==> src/rtl/core/packbits_run_length_encoder_top_defines.svh <==
// Assertion macros for the PackBits run-length encoder.
// Taken in by the top level, which supplies clk and arst_n in scope.
`ifndef PACKBITS_RUN_LENGTH_ENCODER_TOP_DEFINES_SVH
`define PACKBITS_RUN_LENGTH_ENCODER_TOP_DEFINES_SVH

// The consequent must hold in the same cycle as the antecedent.
`define PBRLE_ASSERT_SAME(name, ante, cons) \
	name: assert property (@(posedge clk) disable iff (!arst_n) (ante) |-> (cons)) \
		else $error("PackBits encoder check failed");

// The consequent must hold in the cycle after the antecedent.
`define PBRLE_ASSERT_NEXT(name, ante, cons) \
	name: assert property (@(posedge clk) disable iff (!arst_n) (ante) |=> (cons)) \
		else $error("PackBits encoder check failed");

`endif

==> src/rtl/core/pbrle_pkg.sv <==
// Package for the PackBits run-length encoder: sizes, sequencer states and operations.
// Has no dependencies; imported by packbits_run_length_encoder_top.
`timescale 1ns / 1ps

package pbrle_pkg;

	localparam int MAX_CHUNK = 128;
	localparam int LIT_AW    = $clog2(MAX_CHUNK);
	localparam int CNT_W     = $clog2(MAX_CHUNK + 1);
	localparam int LANES     = 8;
	localparam int LANE_AW   = $clog2(LANES);
	localparam int LANE_CW   = $clog2(LANES + 1);
	localparam int NUM_OPS   = 6;

	localparam logic [7:0] PAIR_HDR = 8'hFF;

	typedef enum logic [2:0] {
		ST_IDLE,
		ST_RUN_HDR,
		ST_RUN_BYTE,
		ST_ADD,
		ST_FLUSH_HDR,
		ST_FLUSH_DATA,
		ST_END
	} st_t;

	typedef enum logic [2:0] {
		OP_RUN1,
		OP_ADD1,
		OP_FLUSH1,
		OP_RUN2,
		OP_ADD2,
		OP_FLUSH2
	} op_t;

	function automatic op_t pick_op(input logic [NUM_OPS-1:0] m);
		op_t r;
		r = OP_RUN1;
		for (int i = NUM_OPS - 1; i >= 0; i--) begin
			if (m[i]) begin
				r = op_t'(i);
			end
		end
		return r;
	endfunction

	function automatic st_t op_state(input op_t op);
		st_t s;
		if (op inside {OP_RUN1, OP_RUN2}) begin
			s = ST_RUN_HDR;
		end else if (op inside {OP_ADD1, OP_ADD2}) begin
			s = ST_ADD;
		end else begin
			s = ST_FLUSH_HDR;
		end
		return s;
	endfunction

endpackage

==> src/rtl/core/packbits_run_length_encoder_top.sv <==
// PackBits run-length encoder: sequencer, literal memory and eight-lane output packer.
// Depends on pbrle_pkg and packbits_run_length_encoder_top_defines.svh.
// A new byte is taken only once the sequencer is back in idle: after acceptance it emits each
// code byte, writes each literal to the store and passes each empty literal flush in turn,
// and it waits through any output stall.
// Results leave through a register. Reset clears control state but not the literal memory.
`timescale 1ns / 1ps
`include "packbits_run_length_encoder_top_defines.svh"

module packbits_run_length_encoder_top
	import pbrle_pkg::*;
(
	input  logic        clk,
	input  logic        arst_n,
	input  logic        byte_valid,
	output logic        byte_stall,
	input  logic [7:0]  data_byte,
	input  logic        final_byte,
	output logic        code_valid,
	input  logic        code_stall,
	output logic [63:0] packed_bytes,
	output logic [3:0]  byte_count,
	output logic        end_of_burst,
	output logic        end_of_stream
);

	st_t                 state_q, state_d;
	logic [NUM_OPS-1:0]  ops_q, ops_d;
	op_t                 cur_op_q, cur_op_d;
	logic [7:0]          held_byte_q, held_byte_d;
	logic                held_valid_q, held_valid_d;
	logic [CNT_W-1:0]    run_len_q, run_len_d;
	logic [CNT_W-1:0]    lit_cnt_q, lit_cnt_d;
	logic [CNT_W-1:0]    fi_q, fi_d;
	logic [7:0]          run_hdr_q, run_hdr_d;
	logic [7:0]          run_byte_q;
	logic [7:0]          x_q;
	logic                fin_q;

	logic [7:0]          lit_mem [MAX_CHUNK];
	logic [7:0]          rdata_q;
	logic [LIT_AW-1:0]   rd_addr;
	logic                mem_we;
	logic [7:0]          mem_wdata;

	logic [7:0]          lane_q [LANES];
	logic [LANE_CW-1:0]  fcnt_q;
	logic [63:0]         word_flat;

	logic                code_valid_q;
	logic [63:0]         packed_bytes_q;
	logic [3:0]          byte_count_q;
	logic                end_of_burst_q;
	logic                end_of_stream_q;

	logic                accept;
	logic                go;
	logic                emit_v;
	logic [7:0]          emit_byte;
	logic                emit_fire;
	logic                end_fire;
	logic                push_full;

	logic [NUM_OPS-1:0]  ops_new;
	logic [NUM_OPS-1:0]  disp_src;
	op_t                 disp_op;
	st_t                 disp_state;
	logic [NUM_OPS-1:0]  disp_rest;
	logic [CNT_W-1:0]    run_new;
	logic                same;
	logic [CNT_W-1:0]    fi_nxt;

	assign byte_stall = (state_q != ST_IDLE);
	assign accept     = byte_valid && !byte_stall;
	assign go         = !code_valid_q || !code_stall;
	assign emit_fire  = emit_v && go;
	assign push_full  = emit_fire && (fcnt_q == LANE_CW'(LANES));
	assign same       = (data_byte == held_byte_q);
	assign run_new    = run_len_q + CNT_W'(1);
	assign fi_nxt     = fi_q + CNT_W'(1);

	// Decide the operations that one input byte causes.
	always_comb begin
		ops_new      = '0;
		run_hdr_d    = run_hdr_q;
		held_byte_d  = held_byte_q;
		held_valid_d = held_valid_q;
		run_len_d    = run_len_q;
		if (held_valid_q && (run_len_q != '0)) begin
			if (same) begin
				if ((run_new >= CNT_W'(MAX_CHUNK)) || final_byte) begin
					ops_new[OP_RUN1] = 1'b1;
					run_hdr_d        = 8'(8'd1 - 8'(run_new));
					held_valid_d     = 1'b0;
					run_len_d        = '0;
				end else begin
					run_len_d = run_new;
				end
			end else begin
				ops_new[OP_RUN1] = 1'b1;
				run_hdr_d        = 8'(8'd1 - 8'(run_len_q));
				held_byte_d      = data_byte;
				run_len_d        = '0;
				if (final_byte) begin
					ops_new[OP_ADD2]   = 1'b1;
					ops_new[OP_FLUSH2] = 1'b1;
				end
			end
		end else if (held_valid_q) begin
			if (same) begin
				ops_new[OP_FLUSH1] = 1'b1;
				run_len_d          = CNT_W'(2);
				if ((MAX_CHUNK <= 2) || final_byte) begin
					ops_new[OP_RUN2] = 1'b1;
					run_hdr_d        = PAIR_HDR;
					held_valid_d     = 1'b0;
					run_len_d        = '0;
				end
			end else begin
				ops_new[OP_ADD1] = 1'b1;
				if ((lit_cnt_q + CNT_W'(1)) >= CNT_W'(MAX_CHUNK)) begin
					ops_new[OP_FLUSH1] = 1'b1;
				end
				held_byte_d = data_byte;
				if (final_byte) begin
					ops_new[OP_ADD2]   = 1'b1;
					ops_new[OP_FLUSH2] = 1'b1;
				end
			end
		end else begin
			held_byte_d  = data_byte;
			held_valid_d = 1'b1;
			run_len_d    = '0;
			if (final_byte) begin
				ops_new[OP_ADD2]   = 1'b1;
				ops_new[OP_FLUSH2] = 1'b1;
			end
		end
		if (final_byte) begin
			held_byte_d  = '0;
			held_valid_d = 1'b0;
			run_len_d    = '0;
		end
	end

	always_comb begin
		disp_src   = (state_q == ST_IDLE) ? ops_new : ops_q;
		disp_op    = pick_op(disp_src);
		disp_rest  = disp_src & ~(NUM_OPS'(1) << disp_op);
		disp_state = (disp_src != '0) ? op_state(disp_op) : ST_END;
	end

	always_comb begin
		state_d   = state_q;
		ops_d     = ops_q;
		cur_op_d  = cur_op_q;
		lit_cnt_d = lit_cnt_q;
		fi_d      = fi_q;
		emit_v    = 1'b0;
		emit_byte = '0;
		mem_we    = 1'b0;
		mem_wdata = (cur_op_q == OP_ADD1) ? run_byte_q : x_q;
		rd_addr   = '0;
		end_fire  = 1'b0;
		case (state_q)
			ST_IDLE: begin
				if (accept) begin
					state_d  = disp_state;
					ops_d    = disp_rest;
					cur_op_d = disp_op;
				end
			end
			ST_RUN_HDR: begin
				emit_v    = 1'b1;
				emit_byte = run_hdr_q;
				if (go) begin
					state_d = ST_RUN_BYTE;
				end
			end
			ST_RUN_BYTE: begin
				emit_v    = 1'b1;
				emit_byte = run_byte_q;
				if (go) begin
					state_d  = disp_state;
					ops_d    = disp_rest;
					cur_op_d = disp_op;
				end
			end
			ST_ADD: begin
				mem_we    = 1'b1;
				lit_cnt_d = lit_cnt_q + CNT_W'(1);
				state_d   = disp_state;
				ops_d     = disp_rest;
				cur_op_d  = disp_op;
			end
			ST_FLUSH_HDR: begin
				if (lit_cnt_q == '0) begin
					state_d  = disp_state;
					ops_d    = disp_rest;
					cur_op_d = disp_op;
				end else begin
					emit_v    = 1'b1;
					emit_byte = 8'(lit_cnt_q - CNT_W'(1));
					if (go) begin
						state_d = ST_FLUSH_DATA;
						fi_d    = '0;
					end
				end
			end
			ST_FLUSH_DATA: begin
				emit_v    = 1'b1;
				emit_byte = rdata_q;
				rd_addr   = go ? fi_nxt[LIT_AW-1:0] : fi_q[LIT_AW-1:0];
				if (go) begin
					fi_d = fi_nxt;
					if (fi_nxt == lit_cnt_q) begin
						lit_cnt_d = '0;
						state_d   = disp_state;
						ops_d     = disp_rest;
						cur_op_d  = disp_op;
					end
				end
			end
			ST_END: begin
				if (fcnt_q == '0) begin
					state_d = ST_IDLE;
				end else if (go) begin
					end_fire = 1'b1;
					state_d  = ST_IDLE;
				end
			end
			default: begin
				state_d = ST_IDLE;
			end
		endcase
	end

	always_ff @(posedge clk or negedge arst_n) begin
		if (!arst_n) begin
			state_q      <= ST_IDLE;
			ops_q        <= '0;
			cur_op_q     <= OP_RUN1;
			held_byte_q  <= '0;
			held_valid_q <= 1'b0;
			run_len_q    <= '0;
			lit_cnt_q    <= '0;
			fi_q         <= '0;
		end else begin
			state_q   <= state_d;
			ops_q     <= ops_d;
			cur_op_q  <= cur_op_d;
			lit_cnt_q <= lit_cnt_d;
			fi_q      <= fi_d;
			if (accept) begin
				held_byte_q  <= held_byte_d;
				held_valid_q <= held_valid_d;
				run_len_q    <= run_len_d;
			end
		end
	end

	always_ff @(posedge clk) begin
		if (accept) begin
			run_hdr_q  <= run_hdr_d;
			run_byte_q <= held_byte_q;
			x_q        <= data_byte;
			fin_q      <= final_byte;
		end
	end

	always_ff @(posedge clk) begin
		if (mem_we) begin
			lit_mem[lit_cnt_q[LIT_AW-1:0]] <= mem_wdata;
		end
		rdata_q <= lit_mem[rd_addr];
	end

	// Lane packer: a full word leaves only when the next code byte arrives,
	// so that the last word of a burst can carry its end mark.
	always_ff @(posedge clk) begin
		if (emit_fire) begin
			if ((fcnt_q == '0) || (fcnt_q == LANE_CW'(LANES))) begin
				for (int i = 1; i < LANES; i++) begin
					lane_q[i] <= '0;
				end
				lane_q[0] <= emit_byte;
			end else begin
				lane_q[fcnt_q[LANE_AW-1:0]] <= emit_byte;
			end
		end
	end

	always_ff @(posedge clk or negedge arst_n) begin
		if (!arst_n) begin
			fcnt_q <= '0;
		end else if (emit_fire) begin
			if ((fcnt_q == '0) || (fcnt_q == LANE_CW'(LANES))) begin
				fcnt_q <= LANE_CW'(1);
			end else begin
				fcnt_q <= fcnt_q + LANE_CW'(1);
			end
		end else if (end_fire) begin
			fcnt_q <= '0;
		end
	end

	always_comb begin
		for (int i = 0; i < LANES; i++) begin
			word_flat[i*8 +: 8] = lane_q[i];
		end
	end

	always_ff @(posedge clk or negedge arst_n) begin
		if (!arst_n) begin
			code_valid_q <= 1'b0;
		end else if (push_full || end_fire) begin
			code_valid_q <= 1'b1;
		end else if (!code_stall) begin
			code_valid_q <= 1'b0;
		end
	end

	always_ff @(posedge clk) begin
		if (push_full || end_fire) begin
			packed_bytes_q  <= word_flat;
			byte_count_q    <= 4'(fcnt_q);
			end_of_burst_q  <= end_fire;
			end_of_stream_q <= end_fire && fin_q;
		end
	end

	assign code_valid    = code_valid_q;
	assign packed_bytes  = packed_bytes_q;
	assign byte_count    = byte_count_q;
	assign end_of_burst  = end_of_burst_q;
	assign end_of_stream = end_of_stream_q;

	`PBRLE_ASSERT_NEXT(a_busy_after_accept, accept, byte_stall)
	`PBRLE_ASSERT_SAME(a_count_range, code_valid,
		(byte_count != 4'd0) && (byte_count <= 4'(LANES)))
	`PBRLE_ASSERT_SAME(a_stream_end_is_burst_end, code_valid && end_of_stream, end_of_burst)
	`PBRLE_ASSERT_SAME(a_idle_literals_below_chunk, state_q == ST_IDLE,
		lit_cnt_q < CNT_W'(MAX_CHUNK))

endmodule
==> config.mk <==
export PLATFORM = sky130hd
export DESIGN_NAME = packbits_run_length_encoder_top
export DESIGN_NICKNAME = d
export VERILOG_FILES = /design/src/rtl/core/pbrle_pkg.sv /design/src/rtl/core/packbits_run_length_encoder_top.sv
export VERILOG_INCLUDE_DIRS = /design/src /design/src/rtl/core
export SDC_FILE = /design/constraint.sdc
export NUM_CORES = 1
export LEC_CHECK = 0
export ABC_AREA = 1
export BUFFER_PORTS_ARGS = -buffer_cell sky130_fd_sc_hd__clkbuf_2
export CAP_MARGIN = 20
export CORE_ASPECT_RATIO = 2
export CORE_MARGIN = 10
export CORE_UTILIZATION = 55
export CTS_CLUSTER_SIZE = 10
export DETAILED_ROUTE_END_ITERATION = 16
export MAX_ROUTING_LAYER = met4
export PLACE_DENSITY = 0.85
export SYNTH_ARGS = -nofsm -noshare
export SYNTH_HDL_FRONTEND = slang
export SYNTH_SLANG_ARGS = --single-unit
==> constraint.sdc <==
create_clock -name clk -period 7.12 [get_ports clk]
set_clock_uncertainty 0.15 [all_clocks]
set_input_delay 0.356 -clock clk [delete_from_list [all_inputs] [get_ports clk]]
set_output_delay 0.356 -clock clk [all_outputs]
set_load 0.05 [all_outputs]
# Word-level counts from Yosys, hierarchy flattened

Memory sizes are Yosys's and may differ from the RTL's. A register that Yosys moved wholly into a read port is not among the register bits.
Cells that the tools add are included.

Bits in writable memories: 1088
Memories kept: 2
Bits of input ports: 13
Register bits after elaboration: 81
Output and inout port bits: 72
Logic and storage cells: 196

Equality and inequality tests: 28
Bitwise operators: 2
$lt $le $gt $ge: 2
Add/subtract/negate cells: 7
Shifts and indexed selects: 1
Reductions and logical operators: 37
Mux-type cells: 100

Memory list:

| name    | depth | width | read ports | clocked after Yosys merged registers in | write ports | RTL line                              | text |
|---|---|---|---|---|---|---|---|
| lit_mem | 128   | 8     | 1          | 1                                       | 1           | packbits_run_length_encoder_top.sv:40 | `logic [7:0] lit_mem [MAX_CHUNK];` |
| lane_q  | 8     | 8     | 8          | 8                                       | 8           | packbits_run_length_encoder_top.sv:46 | `logic [7:0] lane_q [LANES];` |

Operators by type and width:

| kind                  | count |
|---|---|
| $mux W8               | 24 |
| $mux W3               | 26 |
| $mux W6               | 6 |
| $pmux W8 S2           | 2 |
| $pmux W8 S4           | 1 |
| $pmux W6 S5           | 1 |
| $mux W1               | 28 |
| $add A8 B1 Y8 const B | 3 |
| $pmux W3 S7           | 1 |
| $eq A8 B8 Y1          | 2 |
| $ge A8 B8 Y1 const B  | 2 |
| $ne A2 B2 Y1 const B  | 8 |
| $reduce_bool A2 Y1    | 8 |
| $sub A1 B8 Y8 const A | 2 |
| $pmux W3 S5           | 1 |
| $mux W7               | 2 |
| $eq A3 B3 Y1 const B  | 4 |
| $mux W4               | 3 |
| $eq A3 B1 Y1 const B  | 3 |
| $eq A3 B2 Y1 const B  | 3 |
| $ne A3 B3 Y1 const B  | 3 |
| $logic_not A8 Y1      | 1 |
| $mux W2               | 4 |
| $reduce_bool A8 Y1    | 1 |
| 26 further kinds      | 38 |

# Longest topological paths before layout

Depth in word-level cells: 21
Depth in mapped cells: 19
Depth with buffers taken out: 19

# Least setup slack after synthesis

OpenSTA, ideal clock, no wires.

Path kind: register to register
Start point: register cur_op_q[1]
End point: memory lit_mem[0][2], data pin
Data required time: 5.772 ns
Slack: -0.382 ns
Stages on the path, launching flop included: 5
Arrival time: 6.154 ns
Clock period less this slack: 7.502 ns
Buffers on the path: 2
Cell sequence: dfrtp_1 > or3b_2 > clkbuf_1 > clkbuf_1 > o21ai_0

Cells in the longest elaborated chain, start to end: 2

Ends and longest elaborated chain:

| element                | RTL line                               | text |
|---|---|---|
| start, declared        | packbits_run_length_encoder_top.sv:29  | `op_t cur_op_q, cur_op_d;` |
| start signal, assigned | packbits_run_length_encoder_top.sv:251 | `cur_op_q <= cur_op_d;` |
| $eq A3 B1 Y1           | packbits_run_length_encoder_top.sv:162 | `mem_wdata = (cur_op_q == OP_ADD1) ? run_byte_q : x_q;` |
| $mux W8                | packbits_run_length_encoder_top.sv:162 |  |
| named net mem_wdata[2] | packbits_run_length_encoder_top.sv:44  | `logic [7:0] mem_wdata;` |
| end, declared          | packbits_run_length_encoder_top.sv:40  |  |

The timed path passes the listed nets, and every way through them passes these cells.

# Worst setup path in the final report

Start point: register state_q[2]
End point: register rdata_q[3], read port of lit_mem

Cells in the longest elaborated chain, start to end: 2

Ends and longest elaborated chain:

| element                | RTL line                               | text |
|---|---|---|
| start, declared        | packbits_run_length_encoder_top.sv:27  | `st_t state_q, state_d;` |
| start signal, assigned | packbits_run_length_encoder_top.sv:249 | `state_q <= state_d;` |
| $eq A3 B3 Y1           | packbits_run_length_encoder_top.sv:165 | `case (state_q)` |
| $mux W7                | packbits_run_length_encoder_top.sv:165 |  |
| end, declared          | packbits_run_length_encoder_top.sv:41  | `logic [7:0] rdata_q;` |

Every way passes these cells.
A chain may end at the register's enable or synchronous reset.

==> results.py <==
metrics = {
    "status": {
        "status": "complete, no violations",
    },
    "critical_path": {
        "worstPathMaxFanout": 67,
        "required_ns": 7.62,
        "crit_path_start_kind": "flop",
        "arrival_ns": 5.10,
        "crit_path_end_kind": "flop",
        "path_class": "flop to flop",
    },
    "placement": {
        "numPortBuffers": 84,
        "gp_congestion": 0.945,
        "dp_hpwl_um": 82200,
    },
    "power_and_ir_drop": {
        "comb_power_share_pct": 23.2,
        "pwr-share-clk_pct": 31.0,
        "pwr-share-seq_pct": 45.8,
        "p_leak_nw": 18.5,
        "fin_total_pwr_w": 0.0211,
        "switching_share_pct": 32.9,
        "intPower_w": 0.0142,
        "switching_power_w": 0.00693,
        "powerDensity_nw_per_um2": 370,
        "vdd_drop_max_v": 0.000241,
    },
    "sta": {
        "setup-violations-final": 0,
        "grt_setup_unrepaired": "no",
        "fin_crit_sh_pct": 64.5,
        "maxSlewHeadroom_pct": 14.0,
        "hold_ws_ns": 0.145,
        "hold_viol": 0,
        "period_needed_ns": 4.60,
        "clock.fmax_ghz": 0.218,
        "worstMarginPinSlew_ns": 1.29,
        "maxSlewViolCount": 0,
    },
    "yosys": {
        "synth_common_cells": "1183 x edfxtp_1, 500 x nand3_1, 445 x o211ai_1",
        "syn_avg_cell_area_um2": 13.2,
        "ys_ff_latch": 1241,
        "ys_warn_count": 0,
        "syn_nets": 3907,
        "ys_types": 48,
        "synth_edf_count": 1183,
        "synthTopCellsByArea": "edfxtp_1 69%, o211ai_1 6.5%, nand3_1 4.9%",
        "yosysTopAreaCell": "edfxtp_1",
        "synthCells": 3883,
        "synth_top_flop_cell": "edfxtp_1",
        "postSynth.asyncResetShare_pct": 4.03,
        "synthMostInstantiatedCell": "edfxtp_1",
        "syn_area_um2": 51300,
        "synth_top_cell_area_share_pct": 69.2,
        "seq_area_frac_synth_pct": 72.0,
    },
    "clocking": {
        "cts_setup_buffers": 0,
        "cts-resized-gates": 0,
        "clk_pin_slew_ns": 0.06,
        "clock_latency_ns": 0.77,
        "cts_tree": "built",
        "htreeDepth": 4,
        "cts_root_buffer": "clkbuf_16",
        "cts_num_sinks": 1241,
        "clockBufferDepth": 3,
        "numCtsBuffers": 142,
    },
    "final_layout": {
        "largest_register_ffs": 1024,
        "area_delta_synth_final_pct": 11.2,
        "fin_nets": 3963,
        "regArea_um2": 36900,
        "multiInputGateArea_um2": 13000,
        "drive_gt1_share_pct": 18.2,
        "nFillCells": 6242,
    },
    "drt": {
        "ant_nets": 0,
        "wire_per_inst_um": 27.1,
        "drt_iter0_markers": 4035,
        "routed_wl_um": 141000,
        "routed-via-count": 33600,
        "dr.pass1.iters": 8,
        "vias_per_cell": 6.47,
        "drc_errors": 0,
    },
    "grt": {
        "grt_max_degree": 261,
        "grt_overflow": 0,
        "antenna_found_initial": 1,
        "grt_pass1_wl_um": 209000,
        "grt_usage_pct": 26.5,
        "first_global_vias": 34100,
    },
    "floorplanning": {
        "fp-row-count": 158,
        "die_h_um": 452,
        "die_x_um": 236,
        "io_pins": 85,
        "core-area_um2": 92700,
        "fp.dieArea_um2": 107000,
        "start_util_pct": 55.3,
    },
    "run": {
        "maxCapViolCount": 0,
    },
    "worst_hold_path": {
        "hold_class": "input port to asynchronous set/reset pin",
    },
}
[through the flow]
stage / setup TNS [ns] / instances / setup slack [ns] / cell area, um2 / utilization [%]
2_1_floorplan: -404.72 / 3883 / -0.382 / 51300 / -
3_3_place_gp: 0 / 4981 / 2.94 / 52800 / 57.0
3_5_place_dp: 0 / 4981 / 2.88 / 52800 / 57.0
4_1_cts: 0 / 5190 / 2.81 / 57000 / 61.5
5_1_grt: 0 / 5193 / 2.48 / 57000 / 61.5
6_report: 0 / 5193 / 2.52 / 57000 / 61.5
[what timing repair did]
action	4_1_cts	5_1_grt
setup endpoints to repair	0	0
endpoints found under the hold margin	79	0
hold buffers	12	0
[layer usage]
layer / track usage, % / vias to the layer above / wire length [um]
li1: - / 14400 / -
met1: 26.6 / 16300 / 42800
met2: 45.2 / 2233 / 73000
met5: - / - / 0
met3: 4.78 / 659 / 12600
met4: 20.3 / 0 / 12100
[worst max-delay path, stage by stage (launching register included)]
cell	delay, ns
dfrtp_1	0.55
nand3_2	0.18
inv_2	0.32
nand2_4	0.17
nor2_1	0.21
a21oi_4	0.06
inv_4	0.60
buf_4	0.80
nand3_1	0.43
nand3_1	0.21
nand3_1	0.11
nand3_1	0.11
nand2_1	0.23
nand2_1	0.12
nand2_1	0.05
[path summary, 6_finish.rpt]
kind | startpoint | cells after the start | slack (ns) | end
min in group clk | data_byte[2] | 2 | 0.20 | x_q[2]
min reg2reg | lane_q[0][0] | 0 | 0.25 | packed_bytes[0]
min | arst_n | 3 | 0.14 | ops_q[0]
max | state_q[2] | 14 | 2.52 | rdata_q[3]
max in group asynchronous | arst_n | 3 | 6.19 | lit_cnt_q[1]
max reg2reg | state_q[2] | 14 | 2.52 | rdata_q[3]
[placed cells by master, fill, tap and decap left out, drive strengths merged]
cell type / n
nor3: 14
a21boi: 1
dlygate4sd3: 12
o211ai: 445
a32o: 1
diode: 1
clkinv: 9
o21bai: 1
dfxtp: 8
nand2: 361
or2: 442
clkbuf: 265
nor2: 256
or3b: 1
edfxtp: 1183
xnor2: 5
o22ai: 20
o31ai: 2
nor4: 2
buf: 55
a21oi: 43
a22oi: 1
ha: 11
o311ai: 1
dfrtp: 50
a21o: 48
a221oi: 4
mux2i: 1
xor2: 21
o21ai: 55
nand3: 502
nand3b: 26
a31oi: 5
inv: 127
nand4: 14
[final cells by class]
| cell class | count | share of cell area (%) |
|---|---|---|
| inverters | 120 | 0.816 |
| multi-input cells | 2283 | 22.8 |
| clock buffers | 181 | 6.49 |
| well taps | 1200 | 2.63 |
| clock inverters | 16 | 0.632 |
| flip-flops and latches | 1241 | 64.8 |
| diodes | 1 | 0.00439 |
| repair buffers | 151 | 1.86 |
[kinds of logic (layout without fill, tap and decap cells)]
group | Yosys count | in the layout | share of synthesized area (%)
xor gates and xnor gates | 26 | 26 | 0.458
AOI/OAI and AO/OA | 627 | 627 | 8.71
other | 0 | 1 | 0
muxes | 1 | 1 | 0.0195
DFF | 1241 | 1241 | 72.0
adders and majority gates | 11 | 11 | 0.268
buffers and inverters | 359 | 468 | 2.95
and+or+nand+nor | 1618 | 1618 | 15.6
[power groups by stage]
stage	Combinational, W	Sequential (W)	Clock, W
floorplan	0.00269	0.0103	0
global placement	0.00457	0.00976	0
detailed placement	0.00472	0.00979	0
CTS	0.00477	0.00965	0.00655
global route	0.00518	0.00968	0.00684
finish	0.00491	0.00966	0.00654
(Power assumes the default switching activity.)
